[src/hw/rtl/tds_pkg.sv]
// ============================================================================
// tds_pkg
// Shared types, constants and controller/datapath command words for the
// task dependency scheduler.
// ============================================================================
package tds_pkg;

    localparam int MAX_TASKS = 256;
    localparam int MAX_EDGES = 1024;

    localparam int TASK_W = $clog2(MAX_TASKS);       // slot index
    localparam int EDGE_W = $clog2(MAX_EDGES);       // edge store address
    localparam int PTR_W  = $clog2(MAX_EDGES + 1);   // edge pointer incl. null
    localparam int CNT_W  = $clog2(MAX_TASKS + 1);   // counts up to MAX_TASKS

    localparam logic [PTR_W-1:0]  NIL_EDGE   = PTR_W'(MAX_EDGES);
    localparam logic [CNT_W-1:0]  FIFO_FULL  = CNT_W'(MAX_TASKS);
    localparam logic [TASK_W-1:0] LAST_SLOT  = TASK_W'(MAX_TASKS - 1);

    typedef enum logic [2:0] {
        OP_ADD      = 3'd0,
        OP_EDGE     = 3'd1,
        OP_FINALIZE = 3'd2,
        OP_COMPLETE = 3'd3,
        OP_DEQUEUE  = 3'd4
    } t_op;

    typedef enum logic [2:0] {
        ST_OK        = 3'd0,
        ST_PHASE     = 3'd1,
        ST_UNKNOWN   = 3'd2,
        ST_DUPLICATE = 3'd3,
        ST_EMPTY     = 3'd4,
        ST_FULL      = 3'd5,
        ST_UNDERFLOW = 3'd6
    } t_status;

    // per-task record: predecessor count and successor list pointers
    typedef struct packed {
        logic [CNT_W-1:0] count;
        logic [PTR_W-1:0] head;
        logic [PTR_W-1:0] tail;
    } t_meta;

    localparam int META_W = $bits(t_meta);

    typedef enum logic [1:0] {
        MR_P    = 2'd0,
        MR_T    = 2'd1,
        MR_EDGE = 2'd2,
        MR_SCAN = 2'd3
    } t_mrd_sel;

    typedef enum logic [2:0] {
        MW_NONE = 3'd0,
        MW_INIT = 3'd1,
        MW_LINK = 3'd2,
        MW_INC  = 3'd3,
        MW_DEC  = 3'd4
    } t_mwr_sel;

    typedef enum logic [1:0] {
        E_HOLD  = 2'd0,
        E_HEAD  = 2'd1,
        E_NEXT  = 2'd2
    } t_e_sel;

    typedef struct packed {
        logic     ld_in;
        logic     meta_rd;
        t_mrd_sel meta_rd_sel;
        t_mwr_sel meta_wr;
        logic     ld_pmeta;
        t_e_sel   e_sel;
        logic     ld_s;
        logic     edge_rd;
        logic     edge_wr_new;
        logic     edge_wr_link;
        logic     push;
        logic     push_scan;
        logic     fifo_rd;
        logic     pop;
        logic     add_task;
        logic     scan_clr;
        logic     scan_inc;
        logic     set_final;
        logic     set_st;
        t_status  st;
        logic     set_done;
        logic     out_load;
    } t_cmd;

    typedef struct packed {
        t_op  op;
        logic finalized;
        logic present_t;
        logic present_p;
        logic e_nil;
        logic tgt_match;
        logic edges_full;
        logic cnt_zero;
        logic cnt_one;
        logic scan_hit;
        logic scan_last;
        logic fifo_empty;
        logic done_cond;
        logic out_busy;
    } t_sts;

endpackage

[src/hw/rtl/tds_ctrl.sv]
// ============================================================================
// tds_ctrl
// Sequencer: decodes a request word and steps the datapath through it.
// ============================================================================
module tds_ctrl (
    input  logic          i_clk,
    input  logic          i_rst_n,
    input  logic          i_in_valid,
    output logic          o_in_ready,
    input  tds_pkg::t_sts i_sts,
    output tds_pkg::t_cmd o_cmd
);
    typedef enum logic [16:0] {
        S_IDLE    = 17'h00001,
        S_EXEC    = 17'h00002,
        S_MRD_P   = 17'h00004,
        S_DWALK   = 17'h00008,
        S_DCHK    = 17'h00010,
        S_LINK_A  = 17'h00020,
        S_LINK_B  = 17'h00040,
        S_INC     = 17'h00080,
        S_SCAN_RD = 17'h00100,
        S_SCAN_CK = 17'h00200,
        S_CMETA   = 17'h00400,
        S_CEDGE   = 17'h00800,
        S_CEWAIT  = 17'h01000,
        S_CMUPD   = 17'h02000,
        S_DQ_WAIT = 17'h04000,
        S_FINISH  = 17'h08000,
        S_SPARE   = 17'h10000
    } t_state;

    t_state r_state;
    t_state n_state;

    always_ff @(posedge i_clk) begin
        if (!i_rst_n) begin
            r_state <= S_IDLE;
        end else begin
            r_state <= n_state;
        end
    end

    assign o_in_ready = (r_state == S_IDLE);

    always_comb begin
        o_cmd       = '0;
        o_cmd.st    = tds_pkg::ST_OK;
        n_state     = r_state;
        case (r_state)
            S_IDLE: begin
                if (i_in_valid) begin
                    o_cmd.ld_in = 1'b1;
                    n_state     = S_EXEC;
                end
            end
            S_EXEC: begin
                n_state = S_FINISH;
                case (i_sts.op)
                    tds_pkg::OP_ADD: begin
                        if (i_sts.finalized) begin
                            o_cmd.set_st = 1'b1;
                            o_cmd.st     = tds_pkg::ST_PHASE;
                        end else if (i_sts.present_t) begin
                            o_cmd.set_st = 1'b1;
                            o_cmd.st     = tds_pkg::ST_DUPLICATE;
                        end else begin
                            o_cmd.add_task = 1'b1;
                            o_cmd.meta_wr  = tds_pkg::MW_INIT;
                        end
                    end
                    tds_pkg::OP_EDGE: begin
                        if (i_sts.finalized) begin
                            o_cmd.set_st = 1'b1;
                            o_cmd.st     = tds_pkg::ST_PHASE;
                        end else if (!i_sts.present_t || !i_sts.present_p) begin
                            o_cmd.set_st = 1'b1;
                            o_cmd.st     = tds_pkg::ST_UNKNOWN;
                        end else begin
                            o_cmd.meta_rd     = 1'b1;
                            o_cmd.meta_rd_sel = tds_pkg::MR_P;
                            n_state           = S_MRD_P;
                        end
                    end
                    tds_pkg::OP_FINALIZE: begin
                        if (i_sts.finalized) begin
                            o_cmd.set_st = 1'b1;
                            o_cmd.st     = tds_pkg::ST_PHASE;
                        end else begin
                            o_cmd.scan_clr = 1'b1;
                            n_state        = S_SCAN_RD;
                        end
                    end
                    tds_pkg::OP_COMPLETE: begin
                        if (!i_sts.finalized) begin
                            o_cmd.set_st = 1'b1;
                            o_cmd.st     = tds_pkg::ST_PHASE;
                        end else if (!i_sts.present_t) begin
                            o_cmd.set_st = 1'b1;
                            o_cmd.st     = tds_pkg::ST_UNKNOWN;
                        end else begin
                            o_cmd.set_done    = i_sts.done_cond;
                            o_cmd.meta_rd     = 1'b1;
                            o_cmd.meta_rd_sel = tds_pkg::MR_T;
                            n_state           = S_CMETA;
                        end
                    end
                    tds_pkg::OP_DEQUEUE: begin
                        if (i_sts.fifo_empty) begin
                            o_cmd.set_st = 1'b1;
                            o_cmd.st     = tds_pkg::ST_EMPTY;
                        end else begin
                            o_cmd.fifo_rd = 1'b1;
                            n_state       = S_DQ_WAIT;
                        end
                    end
                    default: begin
                    end
                endcase
            end
            // edge declare: duplicate walk over the predecessor's list
            S_MRD_P: begin
                o_cmd.ld_pmeta = 1'b1;
                o_cmd.e_sel    = tds_pkg::E_HEAD;
                n_state        = S_DWALK;
            end
            S_DWALK: begin
                if (i_sts.e_nil) begin
                    if (i_sts.edges_full) begin
                        o_cmd.set_st = 1'b1;
                        o_cmd.st     = tds_pkg::ST_FULL;
                        n_state      = S_FINISH;
                    end else begin
                        n_state = S_LINK_A;
                    end
                end else begin
                    o_cmd.edge_rd = 1'b1;
                    n_state       = S_DCHK;
                end
            end
            S_DCHK: begin
                if (i_sts.tgt_match) begin
                    o_cmd.set_st = 1'b1;
                    o_cmd.st     = tds_pkg::ST_DUPLICATE;
                    n_state      = S_FINISH;
                end else begin
                    o_cmd.e_sel = tds_pkg::E_NEXT;
                    n_state     = S_DWALK;
                end
            end
            S_LINK_A: begin
                o_cmd.edge_wr_new = 1'b1;
                o_cmd.meta_wr     = tds_pkg::MW_LINK;
                n_state           = S_LINK_B;
            end
            S_LINK_B: begin
                // link write is gated off inside when the list was empty
                o_cmd.edge_wr_link = 1'b1;
                o_cmd.meta_rd      = 1'b1;
                o_cmd.meta_rd_sel  = tds_pkg::MR_T;
                n_state            = S_INC;
            end
            S_INC: begin
                o_cmd.meta_wr = tds_pkg::MW_INC;
                n_state       = S_FINISH;
            end
            // finalize: each slot is read in S_SCAN_RD, then checked and pushed if ready in S_SCAN_CK
            S_SCAN_RD: begin
                o_cmd.meta_rd     = 1'b1;
                o_cmd.meta_rd_sel = tds_pkg::MR_SCAN;
                n_state           = S_SCAN_CK;
            end
            S_SCAN_CK: begin
                o_cmd.push      = i_sts.scan_hit;
                o_cmd.push_scan = 1'b1;
                if (i_sts.scan_last) begin
                    o_cmd.set_final = 1'b1;
                    n_state         = S_FINISH;
                end else begin
                    o_cmd.scan_inc = 1'b1;
                    n_state        = S_SCAN_RD;
                end
            end
            // complete: walk successors, each edge through S_CEDGE, S_CEWAIT and S_CMUPD
            S_CMETA: begin
                o_cmd.e_sel = tds_pkg::E_HEAD;
                n_state     = S_CEDGE;
            end
            S_CEDGE: begin
                if (i_sts.e_nil) begin
                    n_state = S_FINISH;
                end else begin
                    o_cmd.edge_rd = 1'b1;
                    n_state       = S_CEWAIT;
                end
            end
            S_CEWAIT: begin
                o_cmd.ld_s        = 1'b1;
                o_cmd.e_sel       = tds_pkg::E_NEXT;
                o_cmd.meta_rd     = 1'b1;
                o_cmd.meta_rd_sel = tds_pkg::MR_EDGE;
                n_state           = S_CMUPD;
            end
            S_CMUPD: begin
                if (i_sts.cnt_zero) begin
                    o_cmd.set_st = 1'b1;
                    o_cmd.st     = tds_pkg::ST_UNDERFLOW;
                end else begin
                    o_cmd.meta_wr = tds_pkg::MW_DEC;
                    o_cmd.push    = i_sts.cnt_one;
                end
                n_state = S_CEDGE;
            end
            S_DQ_WAIT: begin
                o_cmd.pop = 1'b1;
                n_state   = S_FINISH;
            end
            S_FINISH: begin
                if (!i_sts.out_busy) begin
                    o_cmd.out_load = 1'b1;
                    n_state        = S_IDLE;
                end
            end
            default: begin
                n_state = S_IDLE;
            end
        endcase
    end
endmodule

[config.mk]
export PLATFORM = sky130hd
export DESIGN_NAME = tds_ctrl
export DESIGN_NICKNAME = d
export VERILOG_FILES = /design/src/hw/rtl/tds_pkg.sv /design/src/hw/rtl/tds_ctrl.sv
export SDC_FILE = /design/constraint.sdc
export NUM_CORES = 1
export LEC_CHECK = 0
export BUFFER_PORTS_ARGS = -buffer_cell sky130_fd_sc_hd__buf_4
export CORE_MARGIN = 5
export CORE_UTILIZATION = 50
export CTS_BUF_LIST = sky130_fd_sc_hd__clkbuf_8 sky130_fd_sc_hd__clkbuf_16
export CTS_CLUSTER_SIZE = 12
export DETAILED_ROUTE_END_ITERATION = 7
export GPL_TIMING_DRIVEN = 0
export PLACE_DENSITY = 0.8
export SLEW_MARGIN = 10
export SYNTH_ARGS = -nofsm -noshare
export SYNTH_HDL_FRONTEND = slang
export SYNTH_SLANG_ARGS = --single-unit
[constraint.sdc]
create_clock -name i_clk -period 2.2 [get_ports i_clk]
set_input_delay 0 -clock i_clk [delete_from_list [all_inputs] [get_ports i_clk]]
set_output_delay 0 -clock i_clk [all_outputs]
set_load 0.05 [all_outputs]
[After elaboration in Yosys (flattened, before gate mapping)]
Cells that the tools add are included.
Word-level totals
  register bits after elaboration: 17
  input bits: 19
  output and inout port bits: 29
Operators by class
  eq/ne operators: 22
  multiplexer cells: 72
  reductions and logical operators: 9
Operators by type and width (number)
  $pmux W17 S14: 1
  $mux W16: 11
  $pmux W17 S4: 1
  $mux W4: 12
  $mux W17: 2
  $mux W1: 28
  $pmux W3 S4: 2
  $mux W3: 7
  $pmux W4 S5: 1
  $eq A17 B1 Y1 const B: 1
  $eq A17 B10 Y1 const B: 1
  $eq A17 B11 Y1 const B: 1
  $eq A17 B12 Y1 const B: 1
  $eq A17 B13 Y1 const B: 1
  $eq A17 B14 Y1 const B: 1
  $eq A17 B15 Y1 const B: 1
  $eq A17 B16 Y1 const B: 1
  $eq A17 B2 Y1 const B: 1
  $eq A17 B3 Y1 const B: 1
  $eq A17 B4 Y1 const B: 1
  $eq A17 B5 Y1 const B: 1
  $eq A17 B6 Y1 const B: 1
  $eq A17 B7 Y1 const B: 1
  $eq A17 B8 Y1 const B: 1
  15 further kinds: 23

[Logic depth before layout (Yosys ltp)]
  word-level depth: 6
  gate-level depth with buffers: 7
  mapped depth without buffers: 5

[Least setup slack after synthesis]
OpenSTA, ideal clock, no wires.
  path type: reg-to-reg
  start: register r_state[2]
  end: register r_state[7]
  setup time: 0.067 ns
  data arrival time: 2.890 ns
  slack: -0.757 ns
  stages on the path, launching flop included: 6
  path buffers: 2
  clock period less this slack: 2.957 ns
  path through: dfxtp_1 -> buf_2 -> or4_1 -> buf_2 -> nor4_1 -> and2_1
Between the ends
  longest elaborated chain between the ends: 3
  elaborated cells between the ends (all ways): 22
  classes of those cells: eq/ne: 18; mux: 1; reduce/logical: 3
Ends and longest elaborated chain
  start: declaration: line tds_ctrl.sv:33  | t_state r_state;
  start signal: assignment: line tds_ctrl.sv:40  | r_state <= n_state;
  $eq A17 B8 Y1 (tied with other cells): line tds_ctrl.sv:50  | case (r_state)
  $reduce_or A2 Y1 (no source line) or $ne A2 B2 Y1 (tied branches)
  $pmux W17 S14 or $reduce_and A2 Y1 (tied branches)
Several ways; a longest one is shown, not always the timed one.
A chain may end at the register's enable or synchronous reset.

==> impl_metrics.csv <==
group,metric,value,unit
status,status,"finished, violations left",
status,failed_checks,"setup timing",
logic_synthesis,ys_types,42,
global_route,gr-total-overflow,0,
placed_design,io_buffers,46,
logic_synthesis,synth_edf_count,0,
logic_synthesis,ys.flop_type,"dfxtp_1",
floorplan,core-area,2686,um2
cells_and_area,regMostFlops,"r_state",
cells_and_area,nFillCells,179,
clocking,insertion_delay,250,ps
sta,period_minus_slack,2231,ps
placed_design,hpwl,3.534,mm
routing,dr.pass1.iters,4,
placed_design,place_area,1837,um2
sta,tightestPinTransition,678.5,ps
global_route,grt_max_degree,11,
routing,viasPerCell,6.411,
routing,drc,0,
cells_and_area,final_cell_mix,"57 x buf_4, 18 x nor2_1, 18 x nand2_1",
floorplan,start_util,50.58,%
logic_synthesis,synth_area,1359,um2
cells_and_area,largest_reg_flops,16,
worst_setup_path,worstPathArrival,2230,ps
pwr,swShare,31.69,%
logic_synthesis,syn_avg_cell_area,7.345,um2
sta,hold_slack,29.27,ps
routing,wire_per_inst,18.33,um
cells_and_area,area_delta_synth_final,57.83,%
clocking,cts_tree,"done",
worst_setup_path,end_kind,"primary output",
cells_and_area,top_regs,"r_state (16)",
cells_and_area,drive_gt1_share,45.02,%
worst_setup_path,cp_max_fo,5,
global_route,antenna_found_initial,0,
pwr,power_frac_comb,26.4,%
pwr,seqPwrFrac,41.6,%
pwr,leakagePower,0.9366,nW
placed_design,pre_cts_slack,-37.96,ps
logic_synthesis,yosysSeqAreaShare,23.57,%
logic_synthesis,yosysWarningCount,0,
clocking,clk_pin_slew_worst_paths,70,ps
floorplan,io_pins,48,
min_path,min_path_type,"in -> reg",
sta,maxSlewViolCount,0,
logic_synthesis,synthesis.nets,204,
placed_design,dp_cells,262,
cells_and_area,layout.nets,272,
job,cap_violations,0,
floorplan,die-area,3860,um2
sta,hold_viol,0,
cells_and_area,stdcell_area,2145,um2
sta,rsz0062_at_grt,"yes",
sta,fin_skew,3.600,ps
worst_setup_path,cp-start-kind,"flip-flop",
min_path,min_path_cells,2,
global_route,grt_pass1_vias,1686,
sta,setup_ws,-31.12,ps
worst_setup_path,path_class,"reg -> out",
floorplan,rows,19,
sta,setup_viol,2,
pwr,power.internal,0.4989,mW
clocking,cts.sinks,16,
logic_synthesis,async_flop_share,0,%
placed_design,routabilityCongestion,0.8763,
logic_synthesis,synth_cells,185,
routing,drtAntennaViolNets,0,
global_route,grt_pass1_wl,7.755,mm
clocking,cts-root-buf,"clkbuf_8",
clocking,cts.htree.levels,1,
sta,timing.fmax,448.2,MHz
global_route,grtUsageTotal,23.94,%
pwr,p_sw,0.2315,mW
cells_and_area,stdcell_count,282,
clocking,cts_buffers,3,
floorplan,die_h,62.13,um
routing,drt_wl_total,5.169,mm
sta,relSlewSlack,54.13,%
routing,drt_iter0_drc,163,
logic_synthesis,ys_ff_latch,16,
pwr,p_clk_share,32.0,%
cells_and_area,diodes,0,
sta,finalCritPeriodShare,101.4,%
worst_setup_path,r2r_cells,6,
pwr,powerDensity,340.6,nW/um2
clocking,clk_path_buf_depth,2,
cells_and_area,final_common_cell,"buf_4",
routing,via_count,1808,
pwr,peakVddDrop,0.3188,mV
worst_setup_path,worstPathRequired,2200,ps
floorplan,die_w,62.13,um
-- stage by stage --
step / total power [mW] / TNS, ps / utilization, %
after global placement: 0.4672 / -86.38 / 68.37
after global routing: 0.7532 / -622.1 / 79.83
after detailed placement: 0.4706 / -70.86 / 68.37
after CTS: 0.6999 / -24.69 / 72.94
after floorplan: 0.4065 / -505.6 / -
final: 0.7303 / -49.21 / 79.83
-- final timing paths --
path,startpoint,endpoint,slack (ps)
worst max-delay path,r_state[15]$_SDFFE_PN0P_,o_cmd[3],-30
worst min register to register,r_state[11]$_SDFFE_PN0P_,r_state[11]$_SDFFE_PN0P_,620
worst min-delay path,i_rst_n,r_state[7]$_SDFFE_PN0P_,30
worst max register to register,r_state[2]$_SDFFE_PN0P_,r_state[15]$_SDFFE_PN0P_,90
-- worst max-delay path, cell delays in order, from the launching register on --
cell and delay, ps:
dfxtp_2 340, buf_6 130, or4_4 590, nor3_4 210
nand4_1 230, o211ai_1 250, buf_4 230
-- metal layers --
layer | track usage, % | routed length [um] | share of wire [%] | vias up
met5 | 0 | 0 | 0 | -
met4 | 11.38 | 168 | 3.3 | 0
met3 | 4.324 | 481 | 9.3 | 22
met2 | 41.45 | 2613 | 51 | 108
met1 | 28.05 | 1905 | 37 | 844
li1 | - | - | - | 834
-- power by group through the flow --
stage / Clock (mW) / Sequential [mW] / Combinational [mW]
floorplan: 0 / 0.306 / 0.100
finish: 0.234 / 0.304 / 0.193
CTS: 0.224 / 0.303 / 0.173
global route: 0.243 / 0.305 / 0.206
detailed placement: 0 / 0.308 / 0.163
global placement: 0 / 0.308 / 0.160
-- timing repair --
item / in CTS / in global routing
pin swaps: 4 / 14
hold buffers: 3 / 0
resized for setup: 8 / 30
hold endpoints to repair: 3 / 0
setup endpoints to repair: 14 / 14
buffers inserted: 3 / 13
-- cells by family after synthesis --
group | share of synthesized area, %
AND/OR/NAND/NOR | 52.39
AO/OA/AOI/OAI | 16.30
buffers and inverters | 5.156
flip-flops | 23.57
XOR/XNOR | 2.579
-- synthesized netlist by cell type, types with 5 or more instances --
cell type	count	area, um2
a21oi_1	8	40.04
nand2_1	20	75.07
nand4_1	6	37.54
dfxtp_1	16	320.3
or4_1	5	37.54
nor2_1	20	75.07
clkbuf_1	5	18.77
inv_1	6	22.52
o21ai_0	8	40.04
nor3_1	10	50.05
nand3_1	11	55.05
nor4b_1	9	78.83
and3_1	5	31.28
buf_2	5	25.02
-- layout make-up --
cell class | instances | area, um2 | area share (%)
clock buffer | 3 | 41.29 | 1.925
sequential | 16 | 332.8 | 15.52
multi-input combinational | 152 | 1130 | 52.68
inverter | 6 | 22.52 | 1.050
tap | 31 | 38.79 | 1.809
timing repair buffer | 65 | 514.2 | 23.98
buffer | 9 | 65.06 | 3.034
Note: power is estimated with default switching activity, not from simulation.
